<file path="config.mk">
export PLATFORM = sky130hd
export DESIGN_NAME = serial_frame_parser
export DESIGN_NICKNAME = d
export VERILOG_FILES = /design/src/hw/rtl/sfp_pkg.sv /design/src/hw/rtl/sfp_store.sv /design/src/hw/rtl/sfp_ctrl.sv /design/src/hw/rtl/serial_frame_parser.sv
export SDC_FILE = /design/constraint.sdc
export NUM_CORES = 1
export LEC_CHECK = 0
export BUFFER_PORTS_ARGS = -buffer_cell sky130_fd_sc_hd__buf_2
export CORE_MARGIN = 1.5
export CORE_UTILIZATION = 30
export DETAILED_ROUTE_END_ITERATION = 8
export SKIP_CTS_REPAIR_TIMING = 1
export SLEW_MARGIN = 40
export SYNTH_ARGS = -nofsm -noshare
export SYNTH_HDL_FRONTEND = slang
export SYNTH_SLANG_ARGS = --single-unit
export TNS_END_PERCENT = 100
</file>
<file path="constraint.sdc">
create_clock -name clk -period 3.01 [get_ports clk]
set_input_delay 0.602 -clock clk [delete_from_list [all_inputs] [get_ports clk]]
set_output_delay 0.602 -clock clk [all_outputs]
set_load 0.02 [all_outputs]
</file>
<file path="src/hw/rtl/sfp_pkg.sv">
// sfp_pkg: shared types and constants for the serial frame parser
// no dependencies; imported by sfp_store, sfp_ctrl and serial_frame_parser
`default_nettype none

package sfp_pkg;

  // widest payload memory address (payload depth is at most 64)
  localparam int MEM_AW = 6;

  // largest number of results one transaction may give
  localparam int MAX_RESULTS = 32;

  localparam logic [7:0] HOST_CODE_RST  = 8'h11;
  localparam logic [7:0] SLAVE_CODE_RST = 8'h16;
  localparam logic [5:0] MAX_LEN_RST    = 6'd18;

  typedef enum logic [1:0] {
    CFG_HOST_CODE  = 2'd0,
    CFG_SLAVE_CODE = 2'd1,
    CFG_MAX_LEN    = 2'd2
  } cfg_idx_t;

  typedef enum logic [2:0] {
    PH_START,
    PH_LEN,
    PH_CMD,
    PH_DATA,
    PH_CS,
    PH_RD,
    PH_WR
  } phase_t;

  typedef enum logic [1:0] {
    ST_PAYLOAD = 2'd0,
    ST_LEN_ERR = 2'd1,
    ST_CS_ERR  = 2'd2
  } status_t;

  typedef struct packed {
    logic              we;
    logic [MEM_AW-1:0] waddr;
    logic [7:0]        wdata;
    logic              re;
    logic [MEM_AW-1:0] raddr;
  } mem_req_t;

  typedef struct packed {
    logic [7:0] host_code;
    logic [7:0] slave_code;
    logic [5:0] max_len;
  } cfg_t;

endpackage

`default_nettype wire

</file>
<file path="src/hw/rtl/sfp_store.sv">
// sfp_store: payload byte memory, one write and one registered read per cycle
// depends on sfp_pkg (mem_req_t)
`default_nettype none

module sfp_store import sfp_pkg::*; #(
  parameter int PAYLOAD_DEPTH = 32
) (
  input  wire logic       clk,
  input  wire mem_req_t   req,
  output logic      [7:0] rdata
);

  localparam int AW = (PAYLOAD_DEPTH > 1) ? $clog2(PAYLOAD_DEPTH) : 1;

  logic [7:0] mem [PAYLOAD_DEPTH];
  logic [7:0] rdata_r;

  always_ff @(posedge clk) begin
    if (req.we) begin
      mem[req.waddr[AW-1:0]] <= req.wdata;
    end
  end

  always_ff @(posedge clk) begin
    if (req.re) begin
      rdata_r <= mem[req.raddr[AW-1:0]];
    end
  end

  assign rdata = rdata_r;

endmodule

`default_nettype wire

</file>
<file path="src/hw/rtl/sfp_ctrl.sv">
// sfp_ctrl: frame parsing state machine, checksum, payload replay, result register
// depends on sfp_pkg; drives sfp_store through a mem_req_t
`default_nettype none

module sfp_ctrl import sfp_pkg::*; #(
  parameter int PAYLOAD_DEPTH = 32
) (
  input  wire logic       clk,
  input  wire logic       rst_n,
  input  wire cfg_t       cfg,
  input  wire logic       in_valid,
  output logic            in_stall,
  input  wire logic [7:0] in_rx_byte,
  output logic            out_valid,
  input  wire logic       out_stall,
  output logic      [1:0] out_status,
  output logic            out_from_slave,
  output logic      [7:0] out_payload_byte,
  output logic      [4:0] out_byte_index,
  output logic            out_last,
  output mem_req_t        mem_req,
  input  wire logic [7:0] mem_rdata
);

  localparam int LIMIT = (PAYLOAD_DEPTH < MAX_RESULTS) ? PAYLOAD_DEPTH : MAX_RESULTS;
  localparam logic [5:0] LIMIT_C = 6'(LIMIT);

  phase_t     phase_r, phase_nxt;
  logic [7:0] sum_r, sum_nxt;
  logic [5:0] len_r, len_nxt;
  logic [5:0] cnt_r, cnt_nxt;
  logic [5:0] idx_r, idx_nxt;
  logic       dir_r, dir_nxt;

  logic       out_valid_r, out_valid_nxt;
  status_t    out_status_r, out_status_nxt;
  logic       out_slave_r, out_slave_nxt;
  logic [7:0] out_byte_r, out_byte_nxt;
  logic [4:0] out_idx_r, out_idx_nxt;
  logic       out_last_r, out_last_nxt;

  logic       in_fire, out_free, may_emit;
  logic [5:0] lim;
  logic       len_bad, data_done, replay_last, start_hit;
  logic [7:0] sum_add;

  assign lim       = (cfg.max_len < LIMIT_C) ? cfg.max_len : LIMIT_C;
  assign len_bad   = in_rx_byte > {2'b00, lim};
  assign sum_add   = sum_r + in_rx_byte;
  assign data_done = ({1'b0, cnt_r} + 7'd2) >= {1'b0, len_r};
  assign replay_last = 6'(idx_r + 6'd1) == len_r;
  assign start_hit = (in_rx_byte == cfg.host_code) || (in_rx_byte == cfg.slave_code);

  // phases that can emit a result hold off input while the result register is full
  assign may_emit = (phase_r == PH_LEN) || (phase_r == PH_CMD) || (phase_r == PH_CS);
  assign in_stall = (phase_r == PH_RD) || (phase_r == PH_WR) || (out_valid_r && may_emit);
  assign in_fire  = in_valid && !in_stall;
  assign out_free = !out_valid_r || !out_stall;

  // next state
  always_comb begin
    phase_nxt = phase_r;
    unique case (phase_r)
      PH_START: if (in_fire && start_hit) phase_nxt = PH_LEN;
      PH_LEN:   if (in_fire) phase_nxt = len_bad ? PH_START : PH_CMD;
      PH_CMD: begin
        if (in_fire) begin
          priority if (len_r == 6'd0) phase_nxt = PH_START;
          else if (len_r == 6'd1)     phase_nxt = PH_CS;
          else                        phase_nxt = PH_DATA;
        end
      end
      PH_DATA:  if (in_fire && data_done) phase_nxt = PH_CS;
      PH_CS:    if (in_fire) phase_nxt = (sum_add == 8'd0) ? PH_RD : PH_START;
      PH_RD:    if (out_free) phase_nxt = PH_WR;
      PH_WR:    phase_nxt = replay_last ? PH_START : PH_RD;
      default:  phase_nxt = PH_START;
    endcase
  end

  // datapath and outputs
  always_comb begin
    sum_nxt        = sum_r;
    len_nxt        = len_r;
    cnt_nxt        = cnt_r;
    idx_nxt        = idx_r;
    dir_nxt        = dir_r;
    out_valid_nxt  = out_valid_r && out_stall;
    out_status_nxt = out_status_r;
    out_slave_nxt  = out_slave_r;
    out_byte_nxt   = out_byte_r;
    out_idx_nxt    = out_idx_r;
    out_last_nxt   = out_last_r;
    mem_req        = '0;
    unique case (phase_r)
      PH_START: begin
        if (in_fire) begin
          priority if (in_rx_byte == cfg.host_code) begin
            dir_nxt = 1'b0;
            sum_nxt = in_rx_byte;
          end else if (in_rx_byte == cfg.slave_code) begin
            dir_nxt = 1'b1;
            sum_nxt = in_rx_byte;
          end else begin
            sum_nxt = 8'd0;
          end
        end
      end
      PH_LEN: begin
        if (in_fire) begin
          if (len_bad) begin
            out_valid_nxt  = 1'b1;
            out_status_nxt = ST_LEN_ERR;
            out_slave_nxt  = dir_r;
            out_byte_nxt   = 8'd0;
            out_idx_nxt    = 5'd0;
            out_last_nxt   = 1'b1;
            sum_nxt        = 8'd0;
            cnt_nxt        = 6'd0;
          end else begin
            len_nxt = in_rx_byte[5:0];
            sum_nxt = sum_add;
          end
        end
      end
      PH_CMD: begin
        if (in_fire) begin
          if (len_r == 6'd0) begin
            out_valid_nxt  = 1'b1;
            out_status_nxt = ST_LEN_ERR;
            out_slave_nxt  = dir_r;
            out_byte_nxt   = 8'd0;
            out_idx_nxt    = 5'd0;
            out_last_nxt   = 1'b1;
            sum_nxt        = 8'd0;
            cnt_nxt        = 6'd0;
          end else begin
            sum_nxt       = sum_add;
            cnt_nxt       = 6'd0;
            mem_req.we    = 1'b1;
            mem_req.waddr = '0;
            mem_req.wdata = in_rx_byte;
          end
        end
      end
      PH_DATA: begin
        if (in_fire) begin
          sum_nxt       = sum_add;
          cnt_nxt       = 6'(cnt_r + 6'd1);
          mem_req.we    = 1'b1;
          mem_req.waddr = MEM_AW'(cnt_r + 6'd1);
          mem_req.wdata = in_rx_byte;
        end
      end
      PH_CS: begin
        if (in_fire) begin
          sum_nxt = 8'd0;
          cnt_nxt = 6'd0;
          idx_nxt = 6'd0;
          if (sum_add != 8'd0) begin
            out_valid_nxt  = 1'b1;
            out_status_nxt = ST_CS_ERR;
            out_slave_nxt  = dir_r;
            out_byte_nxt   = 8'd0;
            out_idx_nxt    = 5'd0;
            out_last_nxt   = 1'b1;
          end
        end
      end
      PH_RD: begin
        // read only when the result register is free by the next edge
        if (out_free) begin
          mem_req.re    = 1'b1;
          mem_req.raddr = MEM_AW'(idx_r);
        end
      end
      PH_WR: begin
        out_valid_nxt  = 1'b1;
        out_status_nxt = ST_PAYLOAD;
        out_slave_nxt  = dir_r;
        out_byte_nxt   = mem_rdata;
        out_idx_nxt    = idx_r[4:0];
        out_last_nxt   = replay_last;
        idx_nxt        = 6'(idx_r + 6'd1);
      end
      default: begin
        sum_nxt = 8'd0;
        cnt_nxt = 6'd0;
      end
    endcase
  end

  always_ff @(posedge clk) begin
    if (!rst_n) begin
      phase_r     <= PH_START;
      sum_r       <= 8'd0;
      len_r       <= 6'd0;
      cnt_r       <= 6'd0;
      idx_r       <= 6'd0;
      dir_r       <= 1'b0;
      out_valid_r <= 1'b0;
    end else begin
      phase_r     <= phase_nxt;
      sum_r       <= sum_nxt;
      len_r       <= len_nxt;
      cnt_r       <= cnt_nxt;
      idx_r       <= idx_nxt;
      dir_r       <= dir_nxt;
      out_valid_r <= out_valid_nxt;
    end
  end

  always_ff @(posedge clk) begin
    out_status_r <= out_status_nxt;
    out_slave_r  <= out_slave_nxt;
    out_byte_r   <= out_byte_nxt;
    out_idx_r    <= out_idx_nxt;
    out_last_r   <= out_last_nxt;
  end

  assign out_valid        = out_valid_r;
  assign out_status       = out_status_r;
  assign out_from_slave   = out_slave_r;
  assign out_payload_byte = out_byte_r;
  assign out_byte_index   = out_idx_r;
  assign out_last         = out_last_r;

`ifndef SYNTHESIS
  a_wait_only_quiet: assert property (@(posedge clk) disable iff (!rst_n)
    (in_fire && out_valid_r) |-> (phase_r == PH_START || phase_r == PH_DATA))
    else $error("input taken in a result phase while result pending");

  a_load_slot_free: assert property (@(posedge clk) disable iff (!rst_n)
    (phase_r == PH_WR) |-> !out_valid_r)
    else $error("replay load with result register occupied");

  a_index_in_frame: assert property (@(posedge clk) disable iff (!rst_n)
    (out_valid_r && out_status_r == ST_PAYLOAD) |-> ({1'b0, out_idx_r} < len_r))
    else $error("payload index beyond frame length");

  a_good_cs_replays: assert property (@(posedge clk) disable iff (!rst_n)
    (phase_r == PH_CS && in_fire && sum_add == 8'd0) |=> (phase_r == PH_RD))
    else $error("good checksum did not start replay");
`endif

endmodule

`default_nettype wire

</file>
<file path="src/hw/rtl/serial_frame_parser.sv">
// serial_frame_parser: top level; configuration registers, parser and payload memory
// depends on sfp_pkg, sfp_store, sfp_ctrl
//
// Usage: one received byte per input transaction on in_rx_byte (in_valid/in_stall).
// Results leave on the out_ channel (out_valid/out_stall) from one output register.
// Configuration: cfg_we writes cfg_wdata into register cfg_index (0 host start code,
// 1 slave start code, 2 max length); the user writes only while the parser is idle,
// which the block itself does not enforce. Throughput: a byte in the start code
// hunt or the data phase is taken every cycle, also while a result waits in the
// output register. A length byte, command byte or checksum byte is held off while a
// result waits. A bad length or checksum gives one error result in the cycle after
// the byte. A good checksum byte replays the L stored payload bytes from the payload
// memory, each through a read state and an output load state; the read state waits
// until the output register is free. No input is taken during the replay.
// Reset (rst_n low, synchronous): parser hunts for a start code, sum cleared, output
// empty, configuration back to 0x11, 0x16 and 18. The payload memory is not cleared.
// A stalled receiver keeps the current result steady; the replay waits for it.
`default_nettype none

module serial_frame_parser import sfp_pkg::*; #(
  parameter int PAYLOAD_DEPTH = 32
) (
  input  wire logic       clk,
  input  wire logic       rst_n,
  input  wire logic       cfg_we,
  input  wire logic [1:0] cfg_index,
  input  wire logic [7:0] cfg_wdata,
  input  wire logic       in_valid,
  output logic            in_stall,
  input  wire logic [7:0] in_rx_byte,
  output logic            out_valid,
  input  wire logic       out_stall,
  output logic      [1:0] out_status,
  output logic            out_from_slave,
  output logic      [7:0] out_payload_byte,
  output logic      [4:0] out_byte_index,
  output logic            out_last
);

  cfg_t     cfg_r, cfg_nxt;
  mem_req_t mem_req;
  logic [7:0] mem_rdata;

  always_comb begin
    cfg_nxt = cfg_r;
    if (cfg_we) begin
      unique case (cfg_index)
        CFG_HOST_CODE:  cfg_nxt.host_code  = cfg_wdata;
        CFG_SLAVE_CODE: cfg_nxt.slave_code = cfg_wdata;
        CFG_MAX_LEN:    cfg_nxt.max_len    = cfg_wdata[5:0];
        default:        cfg_nxt = cfg_r;
      endcase
    end
  end

  always_ff @(posedge clk) begin
    if (!rst_n) begin
      cfg_r.host_code  <= HOST_CODE_RST;
      cfg_r.slave_code <= SLAVE_CODE_RST;
      cfg_r.max_len    <= MAX_LEN_RST;
    end else begin
      cfg_r <= cfg_nxt;
    end
  end

  sfp_ctrl #(
    .PAYLOAD_DEPTH(PAYLOAD_DEPTH)
  ) u_ctrl (
    .clk              (clk),
    .rst_n            (rst_n),
    .cfg              (cfg_r),
    .in_valid         (in_valid),
    .in_stall         (in_stall),
    .in_rx_byte       (in_rx_byte),
    .out_valid        (out_valid),
    .out_stall        (out_stall),
    .out_status       (out_status),
    .out_from_slave   (out_from_slave),
    .out_payload_byte (out_payload_byte),
    .out_byte_index   (out_byte_index),
    .out_last         (out_last),
    .mem_req          (mem_req),
    .mem_rdata        (mem_rdata)
  );

  sfp_store #(
    .PAYLOAD_DEPTH(PAYLOAD_DEPTH)
  ) u_store (
    .clk   (clk),
    .req   (mem_req),
    .rdata (mem_rdata)
  );

endmodule

`default_nettype wire
</file>
==> metrics <==
status finished, final reports clean; Syn Area/Cell 12.1 um2; clock slew at reported path FFs 60 ps; Die Wd 225 um; routed wire length 38700 um; Synth area leaders edfxtp_1 (57%), dfxtp_1 (7.1%), nand2_1 (4.6%); Netlist cell types 62; Compound-Gate Fraction of Synth Area 0.109; global-route wire length before repair 59600 um; hpwl dp 25500 um; slew margin rel. 0.518; n_diodes 0; # rows 81; Final GP Congestion 0.832; top cell type's share of synthesized area 0.568; Post-Synth XOR/XNOR Area 0.0206; Seq cells post-synth 334; main flop type after synthesis edfxtp_1; Die Y 225 um; main combinational cell family by area after synthesis simple AND/OR/NAND/NOR gates; Min-Delay Path Class input pin to flop; clk sinks 334; VDD IR-drop max 361 uV; mux share of post-synthesis cell area 0.0398; MaxCap Viol Count 0; Worst setup SP type flop; Synth Instances 1229; DRC 0; IO Count 42; Simple-Gate Fraction of Synth Area 0.140; sequential element share of the synthesized area 0.640; Synth area leader edfxtp_1; Area Growth Syn to Fin 18.5%; endpoints failing setup 0; die area 50800 um2; CTS H-tree depth 2; Vias/cell 5.01; placed instance area 16400 um2; gr ovfl total 0; post-route cell area 17600 um2; TritonCTS clock tree built; Syn. warnings 0; Root Buffer Master clkbuf_16; core area 48800 um2; Final Hold Violating Endpoints 0; RSZ-0062 raised after global routing false; layout cells sized above 1 0.151; routed len/inst 19.0 um; Slew Viols, Final 0; Initial Util 0.304; Final Cycle Share 0.939; Worst Setup Path Type flop to flop; GRT Overall Usage 0.153; Nets 1387; Pleak 6.73 nW; Worst Skew 28.4 ps; Period minus WS final 2830 ps; Via Count 10200; Post-Synth Adder-Cell Area 0.0199; clock buffer count from CTS 36; Fmax 354 MHz; DRT antenna net count 0; syn nets 1275; final setup TNS 0 ps; CP endpoint kind flop; Max clock buf depth 3; initial antenna violation count 0; ys async rst share 0; Pre-antenna DRT Iters 5; First DRT Iteration DRCs 1031; vias in the first global route 10000; worst-margin pin slew 718 ps; I/O Buffers 41; number of enable flip-flop cells after synthesis 281; CP required 3240 ps; Layout Utilization 0.360; Critical Path AT 3060 ps; worst skew pair latency 550 ps; critical-path maximum fanout 15; largest net degree at the start of global routing 49; mapped cell area 14800 um2; total power divided by cell area 547 nW/um2
-- cell families after synthesis --
family,Yosys count
muxes,59
buffers and inverters,103
and+or+nand+nor,441
AOI/OAI and AO/OA,234
DFF,334
xor gates and xnor gates,35
adders and majority gates,23
-- report_power, final --
| group | switching [W] | internal [W] |
|---|---|---|
| combinational | 0.000102 | 0.0000727 |
| sequential | 0.00000702 | 0.00495 |
| clock | 0.00183 | 0.00265 |
-- area by class of cell --
class                   count  area, um2
repair buffers            147       1060
flip-flops and latches    334       9500
clock buffers              44        931
well taps                 664        831
fillers                  4813      31300
inverters                  30        113
multi-input cells         792       4890
clock inverters            22        258
-- Yosys cell counts, types with 13 or more instances --
library cell and count:
a31oi_1 39, mux2i_1 59, clkbuf_1 46, nand3b_1 13, xnor2_1 26, nor3_1 14
and3_1 44, nand3_1 40, nor2_1 80, o22ai_1 19, edfxtp_1 281, o21ai_0 20
ha_1 22, a21oi_1 40, a22oi_1 13, a211oi_1 52, inv_1 30, dfxtp_1 53
and2_1 28, buf_2 17, nand2_1 181
-- flip-flops by register name (all words and copies together), names as in the netlist --
name and count:
u_store.mem 256, cfg_r 22, u_ctrl.out_payload_byte 8, u_ctrl.sum_r 8
u_store.rdata 8, u_ctrl.cnt_r 6, u_ctrl.idx_r 6, u_ctrl.len_r 6
u_ctrl.out_byte_index 5, u_ctrl.phase_r 3, u_ctrl.out_status 2, u_ctrl.dir_r 1
u_ctrl.out_from_slave 1, u_ctrl.out_last 1, u_ctrl.out_valid 1
-- worst max-delay path: stages (launching register included) --
cell	delay, ps
dfxtp_1	470
and4b_1	490
and2_2	360
and2_0	260
buf_12	180
a22oi_1	150
a211oi_1	340
buf_4	180
a22oi_1	110
-- layer usage --
layer	track usage	vias to the layer above	part of all wire
li1	-	4810	-
met1	0.209	5071	0.46
met2	0.255	256	0.47
met3	0.0220	52	0.049
met4	0.0422	0	0.020
met5	0	-	0
-- per-stage QoR --
step | cells | setup slack, ps | power [W] | hold slack [ps]
2_1_floorplan | 1229 | 115 | 0.00516 | 409
4_1_cts | 2033 | 182 | 0.00969 | 315
3_5_place_dp | 1967 | -210 | 0.00523 | 466
6_report | 2033 | 184 | 0.00962 | 328
3_3_place_gp | 1967 | -155 | 0.00523 | 463
5_1_grt | 2033 | 32.7 | 0.00987 | 321
-- worst paths after layout --
check	slack, ps	cells after the start	startpoint	end
min reg2reg	480	2	cfg_r[1]	cfg_r[1]
max	180	8	u_ctrl.phase_r[2]	u_store.rdata[0]
max reg2reg	180	8	u_ctrl.phase_r[2]	u_store.rdata[0]
min	330	3	cfg_wdata[7]	cfg_r[21]
-- cell usage in the layout, fill, tap and decap left out, types with 22 or more instances in the layout --
cell type  synthesis  routed
nand2_1          181     181
a211oi_1          52      52
dfxtp_1           53      53
and3_1            44      44
nand3_1           40      40
clkbuf_16          0      36
xnor2_1           26      26
and2_1            28      26
a21oi_1           40      40
inv_1             30      30
nor2_1            80      80
buf_4              0     101
edfxtp_1         281     281
buf_2             17      41
a31oi_1           39      39
ha_1              22      22
mux2i_1           59      59
Power figures use the tool's default switching activity.
